`config.mk`:
```
export PLATFORM = sky130hd
export DESIGN_NAME = dmct_counters
export DESIGN_NICKNAME = d
export VERILOG_FILES = /design/src/sv/dmct_pkg.sv /design/src/sv/dmct_counters.sv
export SDC_FILE = /design/constraint.sdc
export NUM_CORES = 1
export LEC_CHECK = 0
export ABC_AREA = 1
export BUFFER_PORTS_ARGS = -buffer_cell sky130_fd_sc_hd__buf_2
export CORE_MARGIN = 2
export CORE_UTILIZATION = 40
export CTS_BUF_LIST = sky130_fd_sc_hd__clkbuf_16
export DETAILED_ROUTE_END_ITERATION = 10
export PLACE_DENSITY_LB_ADDON = 0.3
export SLEW_MARGIN = 5
export SYNTH_ARGS = -nofsm -noshare
export SYNTH_HDL_FRONTEND = slang
export SYNTH_SLANG_ARGS = --single-unit
```
`constraint.sdc`:
```
create_clock -name i_clk -period 3.4 [get_ports i_clk]
set_clock_uncertainty 0.15 [all_clocks]
set_input_delay 0.51 -clock i_clk [delete_from_list [all_inputs] [get_ports i_clk]]
set_output_delay 0.51 -clock i_clk [all_outputs]
set_load 0.05 [all_outputs]
```
`src/sv/dmct_pkg.sv`:
```
// shared constants, types and helpers for the direct-mapped cache tag lookup
package dmct_pkg;

    localparam int ADDR_W          = 32;
    localparam int LINE_W          = 16;
    localparam int CNT_W           = 32;
    localparam int DEF_INDEX_BITS  = 16;
    localparam int DEF_TAG_BITS    = 14;
    localparam int DEF_OFFSET_BITS = 2;

    typedef logic [CNT_W-1:0] t_cnt;

    localparam t_cnt CNT_MAX = '1;

    typedef struct packed {
        logic hit;
        logic miss;
    } t_cnt_evt;

    typedef struct packed {
        t_cnt hit;
        t_cnt miss;
    } t_cnt_pair;

    function automatic t_cnt sat_inc(input t_cnt v);
        return (v == CNT_MAX) ? v : v + t_cnt'(1);
    endfunction

endpackage

```
`src/sv/dmct_counters.sv`:
```
// saturating hit and miss counters
module dmct_counters (
    input  logic                i_clk,
    input  logic                i_rst_n,
    input  dmct_pkg::t_cnt_evt  i_evt,
    output dmct_pkg::t_cnt_pair o_cur,
    output dmct_pkg::t_cnt_pair o_nxt
);
    import dmct_pkg::*;

    t_cnt_pair r_cnt;
    t_cnt_pair n_cnt;

    always_comb begin
        n_cnt      = r_cnt;
        if (i_evt.hit) begin
            n_cnt.hit = sat_inc(r_cnt.hit);
        end
        if (i_evt.miss) begin
            n_cnt.miss = sat_inc(r_cnt.miss);
        end
    end

    always_ff @(posedge i_clk) begin
        if (!i_rst_n) begin
            r_cnt <= '0;
        end else begin
            r_cnt <= n_cnt;
        end
    end

    assign o_cur = r_cnt;
    assign o_nxt = n_cnt;

endmodule

```
==> results of run 1 <==
[area by class of cell]
cell class	instances	area share [%]
Multi-Input combinational cell	562	47.5
Tap cell	140	3.13
Sequential cell	64	22.9
Clock inverter	7	2.41
Clock buffer	9	4.02
Inverter	121	8.11
Timing Repair Buffer	133	12.0
[power by group through the flow]
stage	Combinational, mW	Clock (mW)	Sequential, mW
after CTS	0.0802	1.14	0.759
after global placement	0.0796	0	0.775
after detailed placement	0.0800	0	0.775
final	0.0796	1.12	0.759
after global routing	0.0863	1.18	0.759
after floorplan	0.0483	0	0.787
[worst min path at each step]
stage,cells after the start,from,slack [ps],to
6_report,2,o_cur[1]$_SDFF_PN0_,390,o_cur[1]$_SDFF_PN0_
5_1_grt,2,o_cur[30]$_SDFF_PN0_,410,o_cur[30]$_SDFF_PN0_
4_1_cts,2,o_cur[11]$_SDFF_PN0_,390,o_cur[11]$_SDFF_PN0_
3_5_place_dp,2,o_cur[11]$_SDFF_PN0_,380,o_cur[11]$_SDFF_PN0_
3_3_place_gp,2,o_cur[1]$_SDFF_PN0_,380,o_cur[1]$_SDFF_PN0_
2_1_floorplan,2,i_rst_n,540,o_cur[43]$_SDFF_PN0_
[placed cells by master, fill, tap and decap left out, drive strengths merged]
master,n
and2,2
or2,1
dfxtp,64
buf,133
clkbuf,9
xor2,3
a21oi,30
nand2,278
bufinv,4
clkinv,1
xnor2,2
nor2,133
ha,2
nand4,25
o21ai,2
nor3,6
nand3b,19
clkinvlp,1
nand3,59
inv,122
[critical path: cells and delay by family (launching register included)]
| kind | cells | cell delay [ps] |
|---|---|---|
| simple gates | 6 | 860 |
| flops | 1 | 400 |
| buf+inv | 2 | 270 |
| fa+ha+maj | 1 | 240 |
| xor+xnor | 1 | 230 |
[metal layers]
metal / vias up / share of wire (%) / wire length (µm) / GRT usage [%]
met5: - / 0 / 0 / 0
met4: 0 / 0.95 / 121 / 5.52
met3: 12 / 7.0 / 886 / 4.23
met2: 149 / 42 / 5350 / 31.5
met1: 2152 / 50 / 6310 / 31.5
li1: 2609 / - / - / -
[cell families (layout without fill, tap and decap cells)]
| kind of cell | after synthesis | after routing | synth area share (%) |
|---|---|---|---|
| adder cells (fa/ha/maj) | 2 | 2 | 0.556 |
| buffers and inverters | 137 | 270 | 12.5 |
| flip-flops | 64 | 64 | 28.5 |
| XOR/XNOR | 5 | 5 | 0.973 |
| AO/OA/AOI/OAI | 32 | 32 | 3.56 |
| AND/OR/NAND/NOR | 523 | 523 | 53.9 |
==> out/results.txt, run 1 <==
outcome -> completed
Post-synth EDFFs -> 0
worst hold slack -> 387 ps
GRT Util Overall -> 21.3%
Vias -> 4,922
top cells by count, synth -> nand2_1 (266), inv_1 (118), nor2_1 (105)
Die Span Y -> 110 µm
critical path's slowest cell -> dfxtp_1
Core ar. -> 10,900 µm²
kind of critical path -> flip-flop to primary output
Worst slew margin -> 72.6%
multi-input logic area -> 2660 µm²
largest net degree at the start of global routing -> 37
fin cells -> 1,036
Detail Placement HPWL -> 9950 µm
delay of the slowest critical-path stage -> 400 ps
sequential cell area -> 1280 µm²
Final Cell Area -> 5600 µm²
register area share after synthesis -> 28.5%
PD cells -> 350 nW/µm²
I/O Pins -> 132
most common cell in the synthesized netlist -> nand2_1
area share of the largest cell type after synthesis -> 28.5%
Syn Inst Count -> 763
Leak -> 2.98 nW
clock share of power -> 57.2%
grt ovf -> 0
Post-Synthesis Cell Area -> 4500 µm²
Period Utilization, post-route -> 87.8%
Post-Synthesis Net Count -> 769
final setup margin -> 414 ps
final core utilization -> 51.4%
Synth warnings -> 0
P_sw -> 0.406 mW
crit-path cells -> ha_1 > nand2_1 > nor2_2 > nand2_2 > nor2_2 > nand2_4 > nand2_1 > xor2_1 > inv_1 > buf_2
reg-to-reg critical path endpoint -> o_cur[6]$_SDFF_PN0_
max FFs per register -> 64
hold_buf cts -> 0
port bufs -> 131
CP Capture Type -> primary output
worst r2r src -> o_cur[0]$_SDFF_PN0_
Max Cap Viol -> 0
post-layout min period -> 2990 ps
routed length per instance -> 12.2 µm
Reg clk slew, reported paths -> 60 ps
Post-CTS Setup Bufs -> 0
post-route setup TNS -> 0 ps
Starting DRT DRC Count -> 272
Synth Flop Type -> dfxtp_1
Seq pwr share -> 38.7%
Distinct cells, synth -> 28
vias in the first global route -> 4,199
drt drc -> 0
initial antenna violation count -> 0
die area -> 12,100 µm²
combinational power share -> 4.1%
Register-to-Register Path Depth -> 9
Area after DPL -> 5240 µm²
area delta synth->final -> 24.4%
DIE WIDTH -> 110 µm
share of layout cells above drive strength 1 -> 23.0%
Pwr Total -> 1.96 mW
post-synth top area cell -> dfxtp_1
final setup vio count -> 0
drt pass-1 iters -> 5
Synth Register Bits -> 64
clk buf depth -> 2
Pins Over Slew Limit -> 0
Crit Path Max Fanout -> 36
first-pass GRT wire length -> 20,300 µm
pre-CTS setup slack -> 590 ps
post-cts sizing count -> 0
synth top area cells -> dfxtp_1 (28%), nand2_1 (22%), inv_1 (9.8%)
slew of the pin with the lowest slew margin -> 409 ps
htree depth -> 3
Worst EP required -> 2740 ps
Initial Utilization -> 41.3%
CP startpoint -> o_cur[0]$_SDFF_PN0_
post-route antenna net violation count -> 0
final hold vios -> 0
Fmax -> 335 MHz
Inserted Clock Buffers -> 9
cell count after placement -> 1,020
Internal -> 1.56 mW
Mean Syn Cell Area -> 5.90 µm²
final WL -> 12,700 µm
row cnt -> 38
Switching Share -> 20.7%
DR vias/cell -> 4.75
Worst EP arrival -> 2330 ps
gpl congestion -> 0.972
Worst Setup Start Kind -> flip-flop
VDD IR max -> 0.256 mV
Post-synth ARST share -> 0%
nets@finish -> 897
CTS tree -> built
reg-to-reg setup timing slack -> 1340 ps
Clock Root Buffer -> clkbuf_16
worst hold-check path type -> flip-flop to flip-flop
RSZ-0062 raised after global routing -> no
latest clock arrival within the worst-skew pair -> 330 ps
# clock sinks -> 64
fill cell count -> 1,145
Critical path destination -> o_nxt[6]
diode count -> 0
(Power assumes the default switching activity.)
==> inputs of run 2 (changes only) <==
--- a/config.mk
+++ b/config.mk
@@ -5,13 +5,13 @@
 export SDC_FILE = /design/constraint.sdc
 export NUM_CORES = 1
 export LEC_CHECK = 0
-export ABC_AREA = 1
 export BUFFER_PORTS_ARGS = -buffer_cell sky130_fd_sc_hd__buf_2
 export CORE_MARGIN = 2
 export CORE_UTILIZATION = 40
 export CTS_BUF_LIST = sky130_fd_sc_hd__clkbuf_16
 export DETAILED_ROUTE_END_ITERATION = 10
 export PLACE_DENSITY_LB_ADDON = 0.3
+export RECOVER_POWER = 100
 export SLEW_MARGIN = 5
 export SYNTH_ARGS = -nofsm -noshare
 export SYNTH_HDL_FRONTEND = slang
==> out/results.txt, run 2 <==
outcome -> completed
VDD IR max -> 0.295 mV (+15%)
synth top area cells -> dfxtp_1 (33%), mux2i_1 (9.2%), nand2_1 (7.4%)
critical path's top delay family -> simple AND/OR/NAND/NOR gates
clock share of power -> 54.2% (-3.0 points)
Initial Utilization -> 40.5% (-0.89 points)
diode count -> 0 (unchanged)
Pwr Total -> 1.94 mW (-1.0%)
Crit Path Max Fanout -> 6 (-83%)
die area -> 10,600 µm² (-13%)
PD cells -> 358 nW/µm² (+2.3%)
Synth Flop Type -> dfxtp_1
Fmax -> 304 MHz (-9.3%)
Detail Placement HPWL -> 8300 µm (-17%)
area delta synth->final -> 38.8%
CP Buf/Inv Count -> 1 (-1)
Synth Register Bits -> 64 (unchanged)
post-route antenna net violation count -> 0 (unchanged)
drt pass-1 iters -> 5 (unchanged)
cell count after placement -> 740 (-27%)
I/O Pins -> 132 (unchanged)
vias in the first global route -> 3,605 (-14%)
met2 wire length -> 5790 µm (+8.1%)
Syn Inst Count -> 479 (-37%)
kind of critical path -> flip-flop to primary output
Seq pwr share -> 39.3% (+0.6 points)
top cells by count, synth -> nand2_1 (77), dfxtp_1 (64), mux2i_1 (36)
Vias -> 4,143 (-16%)
htree depth -> 3 (unchanged)
Post-Synthesis Cell Area -> 3900 µm² (-13%)
crit-path cells -> nand4_2 > or4_4 > o41a_1 > and3_1 > xor2_2 > buf_2
Mean Syn Cell Area -> 8.14 µm² (+38%)
max FFs per register -> 64 (unchanged)
Switching Share -> 22.6% (+1.9 points)
row cnt -> 36 (-5.3%)
# clock sinks -> 64 (unchanged)
Internal -> 1.50 mW (-3.4%)
routed length per instance -> 15.0 µm (+22%)
DR vias/cell -> 5.42 (+14%)
P_sw -> 0.439 mW (+8.0%)
area share of the largest cell type after synthesis -> 32.9% (+4.4 points)
delay of the slowest critical-path stage -> 580 ps (+180 ps)
Worst slew margin -> 42.4% (-30 points)
share of layout cells above drive strength 1 -> 34.2% (+11 points)
clk buf depth -> 2 (unchanged)
GRT Util Overall -> 20.6% (-0.77 points)
final setup vio count -> 0 (unchanged)
Worst EP arrival -> 2630 ps (+300 ps)
Worst EP required -> 2740 ps (about the same)
gpl congestion -> 0.837 (-14%)
initial antenna violation count -> 0 (unchanged)
most common cell in the synthesized netlist -> nand2_1
Reg clk slew, reported paths -> 60 ps (about the same)
Max Cap Viol -> 0 (unchanged)
port bufs -> 131 (unchanged)
Worst Setup Start Kind -> flip-flop
Clock Root Buffer -> clkbuf_16
CP Capture Type -> primary output
RSZ-0062 raised after global routing -> yes
final hold vios -> 0 (unchanged)
worst hold-check path type -> flip-flop to flip-flop
Synth warnings -> 0 (unchanged)
post-route setup TNS -> 0 ps (unchanged)
nets@finish -> 633 (-29%)
grt ovf -> 0 (unchanged)
WL met3 -> 768 µm (-13%)
DIE WIDTH -> 103 µm (-6.7%)
CTS tree -> built
hold_buf cts -> 0 (unchanged)
Leak -> 2.63 nW (-12%)
max layer used -> met4
first-pass GRT wire length -> 17,300 µm (-15%)
register area share after synthesis -> 32.9% (+4.4 points)
commonest non-fill, non-tap cell in the layout -> buf_2
combinational power share -> 6.5% (+2.4 points)
Post-Synthesis Net Count -> 485 (-37%)
final WL -> 11,500 µm (-9.6%)
critical path's slowest cell -> or4_4
Inserted Clock Buffers -> 9 (unchanged)
Post-synth ARST share -> 0% (unchanged)
Starting DRT DRC Count -> 127 (-53%)
post-synth top area cell -> dfxtp_1
Die Span Y -> 103 µm (-6.7%)
worst hold slack -> 348 ps (-39.1 ps)
largest net degree at the start of global routing -> 53 (+43%)
met1 WL -> 4800 µm (-24%)
drt drc -> 0 (unchanged)
Distinct cells, synth -> 44 (+57%)
Core ar. -> 9640 µm² (-11%)
fin cells -> 765 (-26%)
Pins Over Slew Limit -> 0 (unchanged)
Period Utilization, post-route -> 96.8% (+9.0 points)
slew of the pin with the lowest slew margin -> 863 ps (+455 ps)
Post-synth EDFFs -> 0 (unchanged)
post-layout min period -> 3290 ps (+305 ps)
commonest non-fill, non-tap cells in the layout -> buf_2 (114), nand2_1 (77), dfxtp_1 (57)
latest clock arrival within the worst-skew pair -> 320 ps (about the same)
[run 2: changes by cell type after synthesis, moves of 12 or more]
cell / change
nor2_1: -92
nand3_2: -12
a21oi_1: -15
nand2b_1: +30
xor2_1: +16
and2_1: +17
nand3b_1: -19
nor2_2: -21
mux2i_1: +36
nand3_1: -19
nand2_1: -189
inv_1: -109
xnor2_1: +25
[run 2: through the flow]
| step | utilization [%] | setup WS (ps) | area, µm² |
|---|---|---|---|
| 6_report | 56.2 | 109 | 5410 |
| 2_1_floorplan | - | -136 | 4020 |
| 4_1_cts | 54.3 | -3.48 | 5230 |
| 3_5_place_dp | 50.8 | 358 | 4890 |
| 5_1_grt | 56.2 | -7.48 | 5410 |
| 3_3_place_gp | 50.8 | 408 | 4890 |
[run 2: final timing paths]
check / start / endpoint / slack [ps] / depth (start not counted)
setup / recovery: o_cur[29]$_SDFF_PN0_ / o_nxt[6] / 110 / 6
hold / removal: o_cur[23]$_SDFF_PN0_ / o_cur[23]$_SDFF_PN0_ / 350 / 2
setup reg to reg: o_cur[29]$_SDFF_PN0_ / o_cur[1]$_SDFF_PN0_ / 1020 / 5
hold reg to reg: o_cur[23]$_SDFF_PN0_ / o_cur[23]$_SDFF_PN0_ / 350 / 2
[run 2: area by class of cell]
| type | instances | area (µm²) |
|---|---|---|
| Clock inverter | 7 | 111 |
| Clock buffer | 9 | 225 |
| Timing Repair Buffer | 159 | 910 |
| Tap cell | 133 | 166 |
| Sequential cell | 64 | 1290 |
| Fill cell | 961 | 4230 |
| Multi-Input combinational cell | 384 | 2680 |
| Inverter | 9 | 33.8 |
[run 2: metal layers]
metal | global-route usage (%) | vias up
met4 | 7.09 | 0
met5 | 0 | -
met3 | 3.66 | 13
li1 | - | 2007
met1 | 24.9 | 1954
met2 | 36.7 | 169
[run 2: worst reg2reg max path, stage by stage, from the launching register on]
cell and delay (ps):
dfxtp_1 460, nand4_2 160, or4_4 580, o41a_1 430
mux2_4 340, and2_4 150
[run 2: kinds of logic (layout without fill, tap and decap cells)]
group | Yosys count | count (layout) | share of synthesized area (%)
adders and majority gates | 2 | 2 | 0.642
AOI/OAI and AO/OA | 43 | 43 | 6.93
xor gates and xnor gates | 46 | 46 | 10.3
DFF | 64 | 64 | 32.9
muxes | 39 | 39 | 10.2
buffers and inverters | 31 | 184 | 3.21
and+or+nand+nor | 254 | 254 | 35.8
[run 2: power by group through the flow]
stage          logic (mW)  clock network, mW  registers [mW]
2_1_floorplan      0.0791                  0           0.793
3_3_place_gp        0.117                  0           0.778
3_5_place_dp        0.120                  0           0.778
4_1_cts             0.120               1.06           0.762
5_1_grt             0.137               1.10           0.763
6_report            0.126               1.05           0.763
[run 2: timing repair]
item                                    in CTS  in global routing
cloned                                       0                  1
endpoints found under the setup margin       2                 25
setup buffers                                0                  8
pin swaps                                    0                  3
resized for setup                            1                 33
==> inputs of run 3 (changes only) <==
--- a/config.mk
+++ b/config.mk
@@ -7,11 +7,12 @@
 export LEC_CHECK = 0
 export BUFFER_PORTS_ARGS = -buffer_cell sky130_fd_sc_hd__buf_2
 export CORE_MARGIN = 2
-export CORE_UTILIZATION = 40
+export CORE_UTILIZATION = 46
 export CTS_BUF_LIST = sky130_fd_sc_hd__clkbuf_16
 export DETAILED_ROUTE_END_ITERATION = 10
 export PLACE_DENSITY_LB_ADDON = 0.3
 export RECOVER_POWER = 100
+export REMOVE_ABC_BUFFERS = 1
 export SLEW_MARGIN = 5
 export SYNTH_ARGS = -nofsm -noshare
 export SYNTH_HDL_FRONTEND = slang
==> out/results.txt, run 3 (synthesized netlist as in run 2, its figures left out) <==
grt ovf -> 0 (unchanged)
VDD IR max -> 0.197 mV (-33%)
slew of the pin with the lowest slew margin -> 633 ps (-231 ps)
GRT Util Overall -> 22.3% (+1.7 points)
Worst Setup Start Kind -> flip-flop
delay of the slowest critical-path stage -> 610 ps (+30 ps)
Inserted Clock Buffers -> 9 (unchanged)
Initial Utilization -> 47.5% (+7.0 points)
commonest non-fill, non-tap cell in the layout -> buf_2
first-pass GRT wire length -> 16,400 µm (-5.3%)
reg-to-reg critical path endpoint -> o_cur[56]$_SDFF_PN0_
fill cell count -> 757 (-21%)
latest clock arrival within the worst-skew pair -> 330 ps (about the same)
post-route antenna net violation count -> 0 (unchanged)
CP Capture Type -> primary output
CTS tree -> built
I/O Pins -> 132 (unchanged)
Worst Hold Endpoint -> o_cur[13]$_SDFF_PN0_
# clock sinks -> 64 (unchanged)
die area -> 9230 µm² (-13%)
commonest non-fill, non-tap cells in the layout -> buf_2 (84), nand2_1 (77), dfxtp_1 (62)
Area after DPL -> 4660 µm² (-4.7%)
Max Cap Viol -> 0 (unchanged)
post-layout min period -> 3340 ps (+51.2 ps)
Reg clk slew, reported paths -> 50 ps (about the same)
routed length per instance -> 14.7 µm (-2.1%)
diode count -> 0 (unchanged)
nets@finish -> 621 (-1.9%)
cell count after placement -> 702 (-5.1%)
outcome -> completed
port bufs -> 131 (unchanged)
final setup vio count -> 0 (unchanged)
drt drc -> 0 (unchanged)
Final Cell Area -> 4970 µm² (-8.1%)
share of layout cells above drive strength 1 -> 22.5% (-12 points)
Worst EP required -> 2740 ps (about the same)
Starting DRT DRC Count -> 179 (+41%)
multi-input logic area -> 2540 µm² (-5.1%)
Register-to-Register Path Depth -> 7 (+2)
Worst EP arrival -> 2680 ps (+50 ps)
DR vias/cell -> 5.52 (+1.9%)
largest net degree at the start of global routing -> 46 (-13%)
Worst slew margin -> 58.0% (+16 points)
Vias -> 3,989 (-3.7%)
fin cells -> 723 (-5.5%)
htree depth -> 3 (unchanged)
final hold vios -> 0 (unchanged)
kind of critical path -> flip-flop to primary output
pre-CTS setup slack -> 196 ps (-163 ps)
Die Span Y -> 96.1 µm (-6.5%)
worst hold-check path type -> flip-flop to flip-flop
gpl congestion -> 0.888 (+6.1%)
Leak -> 2.30 nW (-13%)
final WL -> 10,600 µm (-7.5%)
RSZ-0062 raised after global routing -> yes
worst r2r src -> o_cur[32]$_SDFF_PN0_
final setup margin -> 58.3 ps (-51.2 ps)
area delta synth->final -> 27.5%
sequential cell area -> 1280 µm² (-0.49%)
Detail Placement HPWL -> 7850 µm (-5.5%)
Min-Delay Startpoint -> o_cur[13]$_SDFF_PN0_
crit-path cells -> nand3_1 > nor2_1 > nand4_2 > nor4_1 > xor2_1 > buf_2
Crit Path Max Fanout -> 9 (+3)
vias in the first global route -> 3,524 (-2.2%)
Fmax -> 299 MHz (-1.5%)
critical path's slowest cell -> nor4_1
initial antenna violation count -> 0 (unchanged)
Core ar. -> 8220 µm² (-15%)
Period Utilization, post-route -> 98.3% (+1.5 points)
PD cells -> 338 nW/µm² (-5.6%)
worst hold slack -> 351 ps (+3.55 ps)
Clock Root Buffer -> clkbuf_16
Pins Over Slew Limit -> 0 (unchanged)
reg-to-reg setup timing slack -> 1000 ps (-20 ps)
clk buf depth -> 2 (unchanged)
hold path depth -> 2 (unchanged)
drt pass-1 iters -> 5 (unchanged)
row cnt -> 33 (-8.3%)
max FFs per register -> 64 (unchanged)
DIE WIDTH -> 96.1 µm (-6.5%)
run 3: cell types whose count changed in the layout (fill, tap and decap cells not counted), moves of 3 or more:
cell | before | now
clkbuf_1 | 4 | 43
clkbuf_4 | 11 | 4
xnor2_2 | 5 | 0
buf_4 | 28 | 16
bufinv_16 | 3 | 0
xor2_1 | 9 | 19
xor2_2 | 10 | 0
xnor2_1 | 22 | 27
dfxtp_1 | 57 | 62
buf_2 | 114 | 84
dfxtp_2 | 7 | 2
run 3: power breakdown:
| part | leakage, nW | internal [mW] | switching (mW) | total (mW) |
|---|---|---|---|---|
| Clock | 0.122 | 0.477 | 0.324 | 0.802 |
| Combinational | 1.66 | 0.0306 | 0.0886 | 0.119 |
| Sequential | 0.517 | 0.755 | 0.00659 | 0.762 |
| Total | 2.30 | 1.26 | 0.420 | 1.68 |
run 3: metrics by stage:
step	TNS [ps]	power [mW]	utilization [%]
global route	-494	1.74	60.5
detailed placement	0	0.898	56.8
CTS	-214	1.69	59.9
finish	0	1.68	60.5
global placement	0	0.895	56.8
floorplan	-10380	0.856	-
run 3: repair_timing:
item	CTS	global route
setup buffers	0	7
gates resized for setup	1	16
hold buffers	0	0
setup endpoints to repair	5	35
pin swaps	0	2
run 3: layout make-up:
type | count | share of cell area (%)
Tap cell | 105 | 2.64
Inverter | 9 | 0.679
Sequential cell | 64 | 25.8
Clock inverter | 5 | 0.553
Multi-Input combinational cell | 384 | 51.1
Clock buffer | 9 | 4.53
Timing Repair Buffer | 147 | 14.7
run 3: how the worst max path moves through the flow:
stage | start | to | slack, ps | cells past startpoint
after floorplan | o_cur[16]$_SDFF_PN0_ | o_nxt[19] | -810 | 5
after global placement | i_evt[1] | o_nxt[51] | 230 | 7
after detailed placement | i_evt[1] | o_nxt[51] | 200 | 7
after CTS | o_cur[32]$_SDFF_PN0_ | o_nxt[52] | -60 | 7
after global routing | o_cur[5]$_SDFF_PN0_ | o_nxt[23] | -160 | 6
final | o_cur[2]$_SDFF_PN0_ | o_nxt[23] | 60 | 6
run 3: layer usage:
metal  share of wire, %  GRT usage (%)  up-vias
li1                   -              -     1982
met1                 44           28.5     1850
met2                 47           36.9      141
met3                6.5           5.32       16
met4                1.7           7.26        0
met5                  0              0        -
run 3: worst max-delay path, delay by kind of cell, from the launching register on:
kind                   cells  cell delay, ps
AND/OR/NAND/NOR            4            1440
XOR/XNOR                   1             170
buffers and inverters      1             270
flip-flops                 1             450
